===== config.mk =====
export PLATFORM = sky130hd
export DESIGN_NAME = rangefinder_reply_line_parser_top
export DESIGN_NICKNAME = d
export VERILOG_FILES = /design/src/rtl/rlp_pkg.sv /design/src/rtl/rlp_parser.sv /design/src/rtl/rlp_out_reg.sv /design/src/rtl/rangefinder_reply_line_parser_top.sv
export SDC_FILE = /design/constraint.sdc
export NUM_CORES = 1
export LEC_CHECK = 0
export ABC_AREA = 1
export BUFFER_PORTS_ARGS = -buffer_cell sky130_fd_sc_hd__buf_4
export CAP_MARGIN = 30
export CORE_ASPECT_RATIO = 1.1
export CORE_MARGIN = 2
export CORE_UTILIZATION = 55
export CTS_CLUSTER_DIAMETER = 100
export CTS_CLUSTER_SIZE = 10
export DETAILED_ROUTE_END_ITERATION = 7
export PLACE_DENSITY = 0.75
export SYNTH_ARGS = -nofsm -noshare
export SYNTH_HDL_FRONTEND = slang
export SYNTH_HIERARCHICAL = 1
export SYNTH_SLANG_ARGS = --single-unit

===== constraint.sdc =====
create_clock -name clk -period 6.25 [get_ports clk]
set_input_delay 1.875 -clock clk [delete_from_list [all_inputs] [get_ports clk]]
set_output_delay 1.875 -clock clk [all_outputs]
set_load 0.1 [all_outputs]

===== src/rtl/rlp_pkg.sv =====
package rlp_pkg;

	localparam logic [6:0] LINE_MAX = 7'd64;
	localparam int PAT_COUNT = 4;
	localparam int PAT_DIST = 0;
	localparam int PAT_OUTRAN = 1;
	localparam int PAT_MEDIUM = 2;
	localparam int PAT_THICK = 3;
	localparam logic [6:0] DIST_PREFIX_LEN = 7'd6;

	localparam logic [7:0] CHAR_CR = 8'h0D;
	localparam logic [7:0] CHAR_LF = 8'h0A;
	localparam logic [7:0] CHAR_COMMA = 8'h2C;
	localparam logic [7:0] CHAR_PLUS = 8'h2B;
	localparam logic [7:0] CHAR_MINUS = 8'h2D;
	localparam logic [7:0] CHAR_ZERO = 8'h30;
	localparam logic [7:0] CHAR_NINE = 8'h39;
	localparam logic [7:0] CHAR_NUL = 8'h00;
	localparam logic [7:0] CHAR_SPACE = 8'h20;
	localparam logic [7:0] CHAR_TAB = 8'h09;
	localparam logic [7:0] CHAR_VT = 8'h0B;
	localparam logic [7:0] CHAR_FF = 8'h0C;

	localparam logic OP_BYTE = 1'b0;
	localparam logic OP_ARM = 1'b1;

	localparam logic [1:0] KIND_DIST = 2'd0;
	localparam logic [1:0] KIND_OUT_RANGE = 2'd1;
	localparam logic [1:0] KIND_SURFACE = 2'd2;
	localparam logic [1:0] KIND_DROPPED = 2'd3;

	// Pattern texts, one row per pattern, padded with NUL.
	localparam logic [7:0] PAT_TEXT [PAT_COUNT][8] = '{
		'{8'h44, 8'h69, 8'h73, 8'h74, 8'h3A, 8'h20, 8'h00, 8'h00},
		'{8'h4F, 8'h55, 8'h54, 8'h5F, 8'h52, 8'h41, 8'h4E, 8'h00},
		'{8'h4D, 8'h45, 8'h44, 8'h49, 8'h55, 8'h4D, 8'h00, 8'h00},
		'{8'h54, 8'h48, 8'h49, 8'h43, 8'h4B, 8'h00, 8'h00, 8'h00}
	};
	localparam logic [6:0] PAT_LEN [PAT_COUNT] = '{7'd6, 7'd7, 7'd6, 7'd5};

	typedef enum logic [1:0] {
		NUM_SKIP,
		NUM_DIGITS,
		NUM_ENDED,
		NUM_NUL
	} num_phase_t;

	typedef struct packed {
		logic        valid;
		logic [1:0]  kind;
		logic [15:0] distance;
		logic        error;
	} rlp_result_t;

endpackage


===== src/rtl/rlp_parser.sv =====
module rlp_parser
	import rlp_pkg::*;
(
	input  logic        clk,
	input  logic        arst_n,
	input  logic        en,
	input  logic        op,
	input  logic [7:0]  rx_byte,
	output rlp_result_t result
);

	logic        holding_q, holding_d;
	logic        error_q, error_d;
	logic [6:0]  pos_q, pos_d;
	logic [3:0]  alive_q, alive_d;
	num_phase_t  phase_q, phase_d;
	logic        neg_q, neg_d;
	logic [15:0] acc_q, acc_d;
	logic        comma_q, comma_d;

	logic [3:0]  hit;
	logic        is_digit;
	logic        is_blank;
	logic [15:0] digit_val;
	logic [15:0] acc_times_ten;

	assign is_digit = (rx_byte >= CHAR_ZERO) && (rx_byte <= CHAR_NINE);
	assign is_blank = (rx_byte == CHAR_SPACE) || (rx_byte == CHAR_TAB) ||
		(rx_byte == CHAR_VT) || (rx_byte == CHAR_FF);
	assign digit_val = {12'd0, rx_byte[3:0]};
	assign acc_times_ten = {acc_q[12:0], 3'd0} + {acc_q[14:0], 1'b0};

	always_comb begin
		for (int k = 0; k < PAT_COUNT; k++) begin
			hit[k] = alive_q[k] && (pos_q >= PAT_LEN[k]);
		end
	end

	always_comb begin
		holding_d = holding_q;
		error_d = error_q;
		pos_d = pos_q;
		alive_d = alive_q;
		phase_d = phase_q;
		neg_d = neg_q;
		acc_d = acc_q;
		comma_d = comma_q;
		result = '0;

		if (op == OP_ARM) begin
			holding_d = 1'b0;
			error_d = 1'b0;
			pos_d = '0;
			alive_d = '1;
			phase_d = NUM_SKIP;
			neg_d = 1'b0;
			acc_d = '0;
			comma_d = 1'b0;
		end else if (holding_q || rx_byte == CHAR_CR) begin
			// Ignored while a distance is held, and carriage returns always.
		end else if (rx_byte != CHAR_LF) begin
			for (int k = 0; k < PAT_COUNT; k++) begin
				if (pos_q < PAT_LEN[k] && PAT_TEXT[k][pos_q[2:0]] != rx_byte) begin
					alive_d[k] = 1'b0;
				end
			end
			if (pos_q >= DIST_PREFIX_LEN && phase_q != NUM_NUL) begin
				if (rx_byte == CHAR_NUL) begin
					phase_d = NUM_NUL;
				end else if (rx_byte == CHAR_COMMA) begin
					comma_d = 1'b1;
					phase_d = NUM_ENDED;
				end else if (phase_q == NUM_SKIP) begin
					if (is_blank) begin
						phase_d = NUM_SKIP;
					end else if (rx_byte == CHAR_PLUS || rx_byte == CHAR_MINUS) begin
						neg_d = (rx_byte == CHAR_MINUS);
						phase_d = NUM_DIGITS;
					end else if (is_digit) begin
						acc_d = digit_val;
						phase_d = NUM_DIGITS;
					end else begin
						phase_d = NUM_ENDED;
					end
				end else if (phase_q == NUM_DIGITS) begin
					if (is_digit) begin
						acc_d = acc_times_ten + digit_val;
					end else begin
						phase_d = NUM_ENDED;
					end
				end
			end
			if (pos_q < LINE_MAX) begin
				pos_d = pos_q + 7'd1;
			end
		end else begin
			// A newline ends the line; whatever the outcome, the line state clears.
			pos_d = '0;
			alive_d = '1;
			phase_d = NUM_SKIP;
			neg_d = 1'b0;
			acc_d = '0;
			comma_d = 1'b0;
			if (pos_q >= LINE_MAX) begin
				result.valid = 1'b1;
				result.kind = KIND_DROPPED;
				result.error = error_q;
			end else if (hit[PAT_OUTRAN] || hit[PAT_MEDIUM] || hit[PAT_THICK]) begin
				error_d = 1'b1;
				result.valid = 1'b1;
				result.kind = hit[PAT_OUTRAN] ? KIND_OUT_RANGE : KIND_SURFACE;
				result.error = 1'b1;
			end else if (hit[PAT_DIST]) begin
				holding_d = 1'b1;
				result.valid = 1'b1;
				result.kind = KIND_DIST;
				result.error = error_q;
				if (!comma_q) begin
					result.distance = 16'hFFFF;
				end else if (neg_q) begin
					result.distance = 16'd0 - acc_q;
				end else begin
					result.distance = acc_q;
				end
			end
		end
	end

	always_ff @(posedge clk or negedge arst_n) begin
		if (!arst_n) begin
			holding_q <= 1'b0;
			error_q <= 1'b0;
			pos_q <= '0;
			alive_q <= '1;
			phase_q <= NUM_SKIP;
			neg_q <= 1'b0;
			acc_q <= '0;
			comma_q <= 1'b0;
		end else if (en) begin
			holding_q <= holding_d;
			error_q <= error_d;
			pos_q <= pos_d;
			alive_q <= alive_d;
			phase_q <= phase_d;
			neg_q <= neg_d;
			acc_q <= acc_d;
			comma_q <= comma_d;
		end
	end

endmodule


===== src/rtl/rlp_out_reg.sv =====
module rlp_out_reg
	import rlp_pkg::*;
(
	input  logic        clk,
	input  logic        arst_n,
	input  logic        load,
	input  rlp_result_t result,
	output logic        room,
	output logic        out_valid,
	input  logic        out_stall,
	output logic [1:0]  line_kind,
	output logic [15:0] distance,
	output logic        error_seen
);

	logic        valid_q;
	logic [1:0]  kind_q;
	logic [15:0] distance_q;
	logic        error_q;

	// A new result may enter when the register is empty or is being emptied now.
	assign room = !valid_q || !out_stall;

	always_ff @(posedge clk or negedge arst_n) begin
		if (!arst_n) begin
			valid_q <= 1'b0;
		end else if (load) begin
			valid_q <= 1'b1;
		end else if (!out_stall) begin
			valid_q <= 1'b0;
		end
	end

	always_ff @(posedge clk) begin
		if (load) begin
			kind_q <= result.kind;
			distance_q <= result.distance;
			error_q <= result.error;
		end
	end

	assign out_valid = valid_q;
	assign line_kind = kind_q;
	assign distance = distance_q;
	assign error_seen = error_q;

endmodule


===== src/rtl/rangefinder_reply_line_parser_top.sv =====
// Rangefinder reply line parser: takes one UART byte (or an arm request) per cycle while
// not stalled, and reports a result at each newline that ends a recognised or over-long
// line. A request is registered in an input stage, parsed against the running line state,
// and any result lands in an output register; a new request is taken every cycle that the
// input is not stalled. The input stalls only when a request that would give a result
// meets a full output register that is itself stalled. After a distance is reported all
// bytes are ignored until an arm request.
module rangefinder_reply_line_parser_top
	import rlp_pkg::*;
(
	input  logic        clk,
	input  logic        arst_n,
	input  logic        in_valid,
	output logic        in_stall,
	input  logic        op,
	input  logic [7:0]  rx_byte,
	output logic        out_valid,
	input  logic        out_stall,
	output logic [1:0]  line_kind,
	output logic [15:0] distance,
	output logic        error_seen
);

	logic        valid_s1;
	logic        op_s1;
	logic [7:0]  byte_s1;
	logic        adv;
	logic        room;
	rlp_result_t result;

	assign adv = valid_s1 && (!result.valid || room);
	assign in_stall = valid_s1 && !adv;

	always_ff @(posedge clk or negedge arst_n) begin
		if (!arst_n) begin
			valid_s1 <= 1'b0;
		end else if (!in_stall) begin
			valid_s1 <= in_valid;
		end
	end

	always_ff @(posedge clk) begin
		if (in_valid && !in_stall) begin
			op_s1 <= op;
			byte_s1 <= rx_byte;
		end
	end

	rlp_parser u_parser (
		.clk     (clk),
		.arst_n  (arst_n),
		.en      (adv),
		.op      (op_s1),
		.rx_byte (byte_s1),
		.result  (result)
	);

	rlp_out_reg u_out (
		.clk        (clk),
		.arst_n     (arst_n),
		.load       (adv && result.valid),
		.result     (result),
		.room       (room),
		.out_valid  (out_valid),
		.out_stall  (out_stall),
		.line_kind  (line_kind),
		.distance   (distance),
		.error_seen (error_seen)
	);

endmodule


Yosys cells after proc, flatten, opt, wreduce, memory -nomap -nowiden
Memory sizes are Yosys's and may differ from the RTL's.
Cells that the tools add are included.
- register bits after elaboration: 63
- ROM bits: 256
- bits of input ports: 13
- output and inout port bits: 21
- logic and storage cells: 207
- memories: 4
- memories (name ; depth ; width ; read ports ; clocked after Yosys merged registers in ; wr ports ; line ; RTL):
    (name not given) ; 8 ; 8 ; 1 ; 0 ; 0 ; rlp_parser.sv:63 ; if (pos_q < PAT_LEN[k] && PAT_TEXT[k][pos_q[2:0]] != rx_byte) begin
    (name not given) ; 8 ; 8 ; 1 ; 0 ; 0 ; rlp_parser.sv:63 ;
    (name not given) ; 8 ; 8 ; 1 ; 0 ; 0 ; rlp_parser.sv:63 ;
    (name not given) ; 8 ; 8 ; 1 ; 0 ; 0 ; rlp_parser.sv:63 ;
- add/subtract/negate cells: 4
- order comparisons: 11
- equality and inequality tests: 39
- muxes and demuxes: 84
- bitwise operators: 2
- reductions and logical operators: 45
- operators with widths (cell ; number):
    16-bit 2-to-1 mux ; 16
    20-bit 2-to-1 mux ; 4
    8-bit 2-to-1 mux ; 8
    3-bit inequality test, second input constant ; 12
    1-bit 2-to-1 mux ; 34
    8-bit by 4-bit == test with 1-bit output, second input constant ; 4
    8-bit by 6-bit == test with 1-bit output, second input constant ; 4
    8-bit inequality test ; 4
    7-bit 2-to-1 mux ; 4
    2-bit 2-to-1 mux ; 13
    7-bit by 3-bit greater-or-equal comparator with 1-bit output, second input constant ; 3
    7-bit by 3-bit < comparator with 1-bit output, second input constant ; 3
    16-bit adder ; 1
    16-bit by 4-bit adder with 16-bit output ; 1
    1-bit by 16-bit subtractor with 16-bit output, first input constant ; 1
    3-bit AND reduction ; 5
    5-bit AND reduction ; 3
    1-bit logical AND ; 14
    4-bit 2-to-1 mux ; 3
    4-bit inequality test, second input constant ; 3
    6-bit inequality test, second input constant ; 2
    2-bit inequality test, second input constant ; 5
    10-bit AND reduction ; 1
    1-bit logical OR ; 9
    22 further kinds ; 28

Longest topological paths before layout
- depth after elaboration: 16
- depth in mapped cells: 16
- depth with buffers taken out: 15

Modules after synthesis
The synthesis kept the hierarchy.
- by module, submodules not included (module ; times used ; cells each ; area an instance (um^2) ; sequential area each (um^2)):
    rlp_parser ; 1 ; 617 ; 3905.0 ; 830.8
    rlp_out_reg ; 1 ; 23 ; 611.8 ; 595.6
    rangefinder_reply_line_parser_top ; 1 ; 20 ; 339.1 ; 295.3

Worst setup path after synthesis
OpenSTA, ideal clock, no wires.
- path kind: input to output
- start point: input port out_stall
- end point: output port in_stall
- arrival time: 2732 ps
- required time: 4375 ps
- path slack: 1643 ps
- stages on the path: 4
- buffers on the path: 0
- path through: nand2_2 > inv_1 > nand3_1 > inv_1
- cells in the longest elaborated chain, start to end: 6
- RTL lines (item ; line ; RTL):
    start, declared ; rangefinder_reply_line_parser_top.sv:18 ; input logic out_stall,
    1-bit logical NOT ; rlp_out_reg.sv:22 ; assign room = !valid_q || !out_stall;
    1-bit logical OR ; rlp_out_reg.sv:22 ;
    1-bit logical OR ; rangefinder_reply_line_parser_top.sv:31 ; assign adv = valid_s1 && (!result.valid || room);
    1-bit logical AND ; rangefinder_reply_line_parser_top.sv:31 ;
    1-bit logical NOT ; rangefinder_reply_line_parser_top.sv:32 ; assign in_stall = valid_s1 && !adv;
    1-bit logical AND ; rangefinder_reply_line_parser_top.sv:32 ;
    end, declared ; rangefinder_reply_line_parser_top.sv:14 ; output logic in_stall,
Every way passes these cells.

==> impl_metrics.prom <==
# TYPE chip_impl_metric gauge
chip_impl_metric{name="die_area",unit="µm²"} 9600
chip_impl_metric{name="worst-r2r-setup-slack",unit="ns"} 2.88
chip_impl_info{name="run_status",value="finished clean"} 1
chip_impl_metric{name="route.detailed.wl_per_inst",unit="µm"} 14.6
chip_impl_metric{name="remaining_drcs",unit=""} 0
chip_impl_metric{name="number_of_antenna_violations_at_the_first_check_in_global_routing",unit=""} 0
chip_impl_metric{name="grt_util_all_layers",unit="%"} 26.1
chip_impl_metric{name="insertedDiodeCount",unit=""} 0
chip_impl_metric{name="synthesized_area_fraction_occupied_by_xor_and_xnor_cells",unit="%"} 3.79
chip_impl_metric{name="totalWireLength",unit="mm"} 11.8
chip_impl_metric{name="die_height",unit="µm"} 103
chip_impl_info{name="grt_setup_unrepaired",value="no"} 1
chip_impl_metric{name="drtPass1Iterations",unit=""} 5
chip_impl_metric{name="worst-endpoint-required",unit="ns"} 4.38
chip_impl_metric{name="postCtsSetupBuffers",unit=""} 0
chip_impl_metric{name="num_vias",unit=""} 4433
chip_impl_metric{name="synthesized_area_per_cell",unit="µm²"} 7.36
chip_impl_info{name="critPathLaunchType",value="flip-flop"} 1
chip_impl_metric{name="number_of_buffers_created_by_cts",unit=""} 9
chip_impl_info{name="hold_class",value="reg2reg"} 1
chip_impl_metric{name="reg2reg_depth",unit=""} 14
chip_impl_metric{name="initial_utilization",unit="%"} 57.2
chip_impl_metric{name="path_max_fanout",unit=""} 23
chip_impl_info{name="timing.hold.worst.start",value="u_parser/alive_q[1]$_DFFE_PN1P_"} 1
chip_impl_metric{name="synth.yosys.seq_area_share",unit="%"} 35.5
chip_impl_metric{name="max_slew.worst_pin.slew",unit="ns"} 0.956
chip_impl_metric{name="fp.coreArea",unit="µm²"} 8500
chip_impl_metric{name="drv_cap",unit=""} 0
chip_impl_metric{name="post-synth-top-area-fraction",unit="%"} 17.3
chip_impl_metric{name="static-leakage-power",unit="nW"} 2.84
chip_impl_metric{name="number_of_global_route_vias_before_repair",unit=""} 4241
chip_impl_metric{name="slew_headroom",unit="%"} 36.0
chip_impl_metric{name="hold_path_depth",unit=""} 2
chip_impl_metric{name="cts.reportedPaths.clkPinSlew",unit="ns"} 0.07
chip_impl_metric{name="dp_worst_setup_slack",unit="ns"} 1.84
chip_impl_metric{name="clock-sinks",unit=""} 63
chip_impl_metric{name="final_antenna_net_count",unit=""} 0
chip_impl_metric{name="warning_count_from_the_yosys_run",unit=""} 6
chip_impl_info{name="largest_family_of_logic_cells_by_synthesized_area",value="simple AND/OR/NAND/NOR gates"} 1
chip_impl_metric{name="setup_total_negative_slack",unit="ns"} 0
chip_impl_metric{name="synthSimpleGateAreaFrac",unit="%"} 31.6
chip_impl_metric{name="power_density",unit="nW/µm²"} 279
chip_impl_metric{name="clock.fmax",unit="MHz"} 225
chip_impl_info{name="r2r-end",value="u_parser/pos_q[5]$_DFFE_PN0P_"} 1
chip_impl_metric{name="dpl.cell_count",unit=""} 790
chip_impl_metric{name="detailedRoute.firstIterationViolations",unit=""} 224
chip_impl_metric{name="ys_async_sr_fraction",unit="%"} 55.6
chip_impl_metric{name="layout.nets",unit=""} 739
chip_impl_metric{name="synth.ff_latch_count",unit=""} 63
chip_impl_metric{name="syn_area",unit="µm²"} 4860
chip_impl_metric{name="synth_mux_area_share",unit="%"} 0
chip_impl_metric{name="synthDistinctLibCells",unit=""} 42
chip_impl_metric{name="final.period_utilization",unit="%"} 71.0
chip_impl_metric{name="std_cell_rows",unit=""} 35
chip_impl_info{name="clock-root-buffer",value="sky130_fd_sc_hd__clkbuf_8"} 1
chip_impl_metric{name="cts_resized",unit=""} 0
chip_impl_metric{name="finished_cell_area",unit="µm²"} 5330
chip_impl_metric{name="cp_data_arrival_time",unit="ns"} 2.56
chip_impl_metric{name="synth_edf_count",unit=""} 28
chip_impl_info{name="synthTopCellsByArea",value="sky130_fd_sc_hd__edfxtp_1 (17%), sky130_fd_sc_hd__dfrtp_1 (16%), sky130_fd_sc_hd__nand2_1 (13%), sky130_fd_sc_hd__ha_1 (8.8%), sky130_fd_sc_hd__inv_1 (6.0%)"} 1
chip_impl_info{name="synth.top_cells.by_count",value="sky130_fd_sc_hd__nand2_1 (170), sky130_fd_sc_hd__inv_1 (78), sky130_fd_sc_hd__nor2_1 (69)"} 1
chip_impl_metric{name="io-pin-count",unit=""} 34
chip_impl_metric{name="grt_max_degree",unit=""} 36
chip_impl_metric{name="postPlaceCellArea",unit="µm²"} 5150
chip_impl_metric{name="fin_skew",unit="ns"} 0.00757
chip_impl_metric{name="post_route_cells_drive_above_1_share",unit="%"} 12.7
chip_impl_metric{name="min_period",unit="ns"} 4.44
chip_impl_metric{name="vdd.ir_drop.worst",unit="µV"} 140
chip_impl_metric{name="port-buffer-count",unit=""} 33
chip_impl_metric{name="gp_congestion",unit=""} 0.956
chip_impl_info{name="clock_tree_from_tritoncts",value="done"} 1
chip_impl_metric{name="final_hold_viol_count",unit=""} 0
chip_impl_metric{name="cts_hold_buf",unit=""} 0
chip_impl_metric{name="synthesis.nets",unit=""} 709
chip_impl_metric{name="setup_violations",unit=""} 0
chip_impl_metric{name="global_route.overflow_total",unit=""} 0
chip_impl_info{name="yosysTopAreaCell",value="sky130_fd_sc_hd__edfxtp_1"} 1
chip_impl_info{name="ys.flop_type",value="sky130_fd_sc_hd__dfrtp_1"} 1
chip_impl_metric{name="synthAdderAreaFrac",unit="%"} 9.59
chip_impl_metric{name="syn-instance-count",unit=""} 660
chip_impl_metric{name="layout.cells.non_filler",unit=""} 806
chip_impl_metric{name="die_w",unit="µm"} 93.6
chip_impl_metric{name="ctsHtreeMaxLevel",unit=""} 3
chip_impl_metric{name="wire_length_of_the_first_global_routing_pass",unit="mm"} 19.4
chip_impl_metric{name="area.growth.synth_to_final",unit="%"} 9.69
chip_impl_info{name="synth.most_common_cell",value="sky130_fd_sc_hd__nand2_1"} 1
chip_impl_info{name="setup.worst_path.class",value="reg2out"} 1
chip_impl_metric{name="synth_compound_gate_area_share",unit="%"} 11.1
chip_impl_metric{name="finalWorstSetupSlack",unit="ns"} 1.81
chip_impl_metric{name="timing.final.max_slew_violations",unit=""} 0
chip_impl_info{name="worst_r2r_start",value="u_parser/pos_q[2]$_DFFE_PN0P_"} 1
chip_impl_info{name="hold_path_end",value="u_parser/alive_q[1]$_DFFE_PN1P_"} 1
chip_impl_metric{name="insertion_delay",unit="ns"} 0.34
chip_impl_info{name="timing.critical_path.to_type",value="primary output"} 1
chip_impl_metric{name="maximum_number_of_buffers_from_clock_root_to_sink",unit=""} 2
chip_impl_metric{name="p_total",unit="mW"} 1.49
chip_impl_metric{name="viasPerCell",unit=""} 5.50
chip_impl_metric{name="detailed_place_hpwl",unit="mm"} 9.00
report_power, final:
group | internal (mW) | switching (mW)
Combinational | 0.219 | 0.374
Sequential | 0.476 | 0.0804
Clock | 0.179 | 0.159
sequential cells by signal (all words and copies together) (netlist names):
register and count:
u_parser/alive_q 4, valid_s1 1, u_out/error_seen 1, u_parser/phase_q 2, u_out/out_valid 1, u_out/distance 16, u_parser/neg_q 1, u_parser/comma_q 1
op_s1 1, u_parser/error_q 1, u_parser/acc_q 16, u_out/line_kind 2, byte_s1 8, u_parser/pos_q 7, u_parser/holding_q 1
kinds of logic (layout without fill, tap and decap cells):
group | Yosys count | after routing
and+or+nand+nor | 343 | 343
adders and majority gates | 36 | 36
DFF | 63 | 63
buffers and inverters | 98 | 133
xor gates and xnor gates | 21 | 21
AOI/OAI and AO/OA | 99 | 99
metal layers:
layer	global-route usage [%]	up-vias	part of all wire, %
met5	0	-	0
met1	29.1	2053	40
met4	14.4	0	3.0
met3	3.44	35	4.2
met2	48.4	128	52
li1	-	2217	-
layout by cell type (no fill, tap or decap), types with 6 or more instances in the layout:
cell type	instances
sky130_fd_sc_hd__o21ai_0	37
sky130_fd_sc_hd__dfrtp_1	31
sky130_fd_sc_hd__nand3_1	52
sky130_fd_sc_hd__buf_4	33
sky130_fd_sc_hd__inv_1	78
sky130_fd_sc_hd__a21oi_1	44
sky130_fd_sc_hd__nand2_2	9
sky130_fd_sc_hd__nand2_1	170
sky130_fd_sc_hd__nor2_1	69
sky130_fd_sc_hd__ha_1	34
sky130_fd_sc_hd__nor2_2	7
sky130_fd_sc_hd__nand4_1	10
sky130_fd_sc_hd__edfxtp_1	28
sky130_fd_sc_hd__clkbuf_8	9
sky130_fd_sc_hd__inv_2	6
sky130_fd_sc_hd__nor3_1	8
sky130_fd_sc_hd__xor2_1	17
critical path, stage by stage, from the launching register on:
cell and delay (ns):
sky130_fd_sc_hd__dfrtp_1 0.73, sky130_fd_sc_hd__nand2_2 0.19, sky130_fd_sc_hd__inv_1 0.17, sky130_fd_sc_hd__nand2_1 0.11
sky130_fd_sc_hd__nand3_1 0.10, sky130_fd_sc_hd__nand2_1 0.08, sky130_fd_sc_hd__nand3_2 0.11, sky130_fd_sc_hd__o21ai_0 0.13
sky130_fd_sc_hd__nand2_1 0.13, sky130_fd_sc_hd__nand3_1 0.12, sky130_fd_sc_hd__inv_1 0.07, sky130_fd_sc_hd__buf_4 0.28
layout make-up:
| cell class | count | area (µm²) |
|---|---|---|
| Multi-Input combinational cell | 499 | 2720 |
| Inverter | 84 | 315 |
| Clock buffer | 10 | 128 |
| Timing Repair Buffer | 33 | 248 |
| Clock inverter | 6 | 51.3 |
| Fill cell | 815 | 3170 |
| Tap cell | 111 | 139 |
| Sequential cell | 63 | 1720 |
worst max path at each step:
stage	from	endpoint	slack (ns)	cells past startpoint
2_1_floorplan	out_stall	in_stall	1.64	4
3_3_place_gp	out_stall	in_stall	1.85	6
3_5_place_dp	out_stall	in_stall	1.84	6
4_1_cts	u_parser/pos_q[2]$_DFFE_PN0P_	in_stall	1.80	11
5_1_grt	u_parser/pos_q[2]$_DFFE_PN0P_	in_stall	1.47	11
6_report	u_parser/pos_q[2]$_DFFE_PN0P_	in_stall	1.81	11
metrics by stage:
| step | util (%) | hold slack (ns) |
|---|---|---|
| 2_1_floorplan | - | 0.439 |
| 3_3_place_gp | 60.6 | 0.461 |
| 3_5_place_dp | 60.6 | 0.460 |
| 4_1_cts | 62.7 | 0.471 |
| 5_1_grt | 62.7 | 0.484 |
| 6_report | 62.7 | 0.467 |
Note: power is estimated with default switching activity, not from simulation.
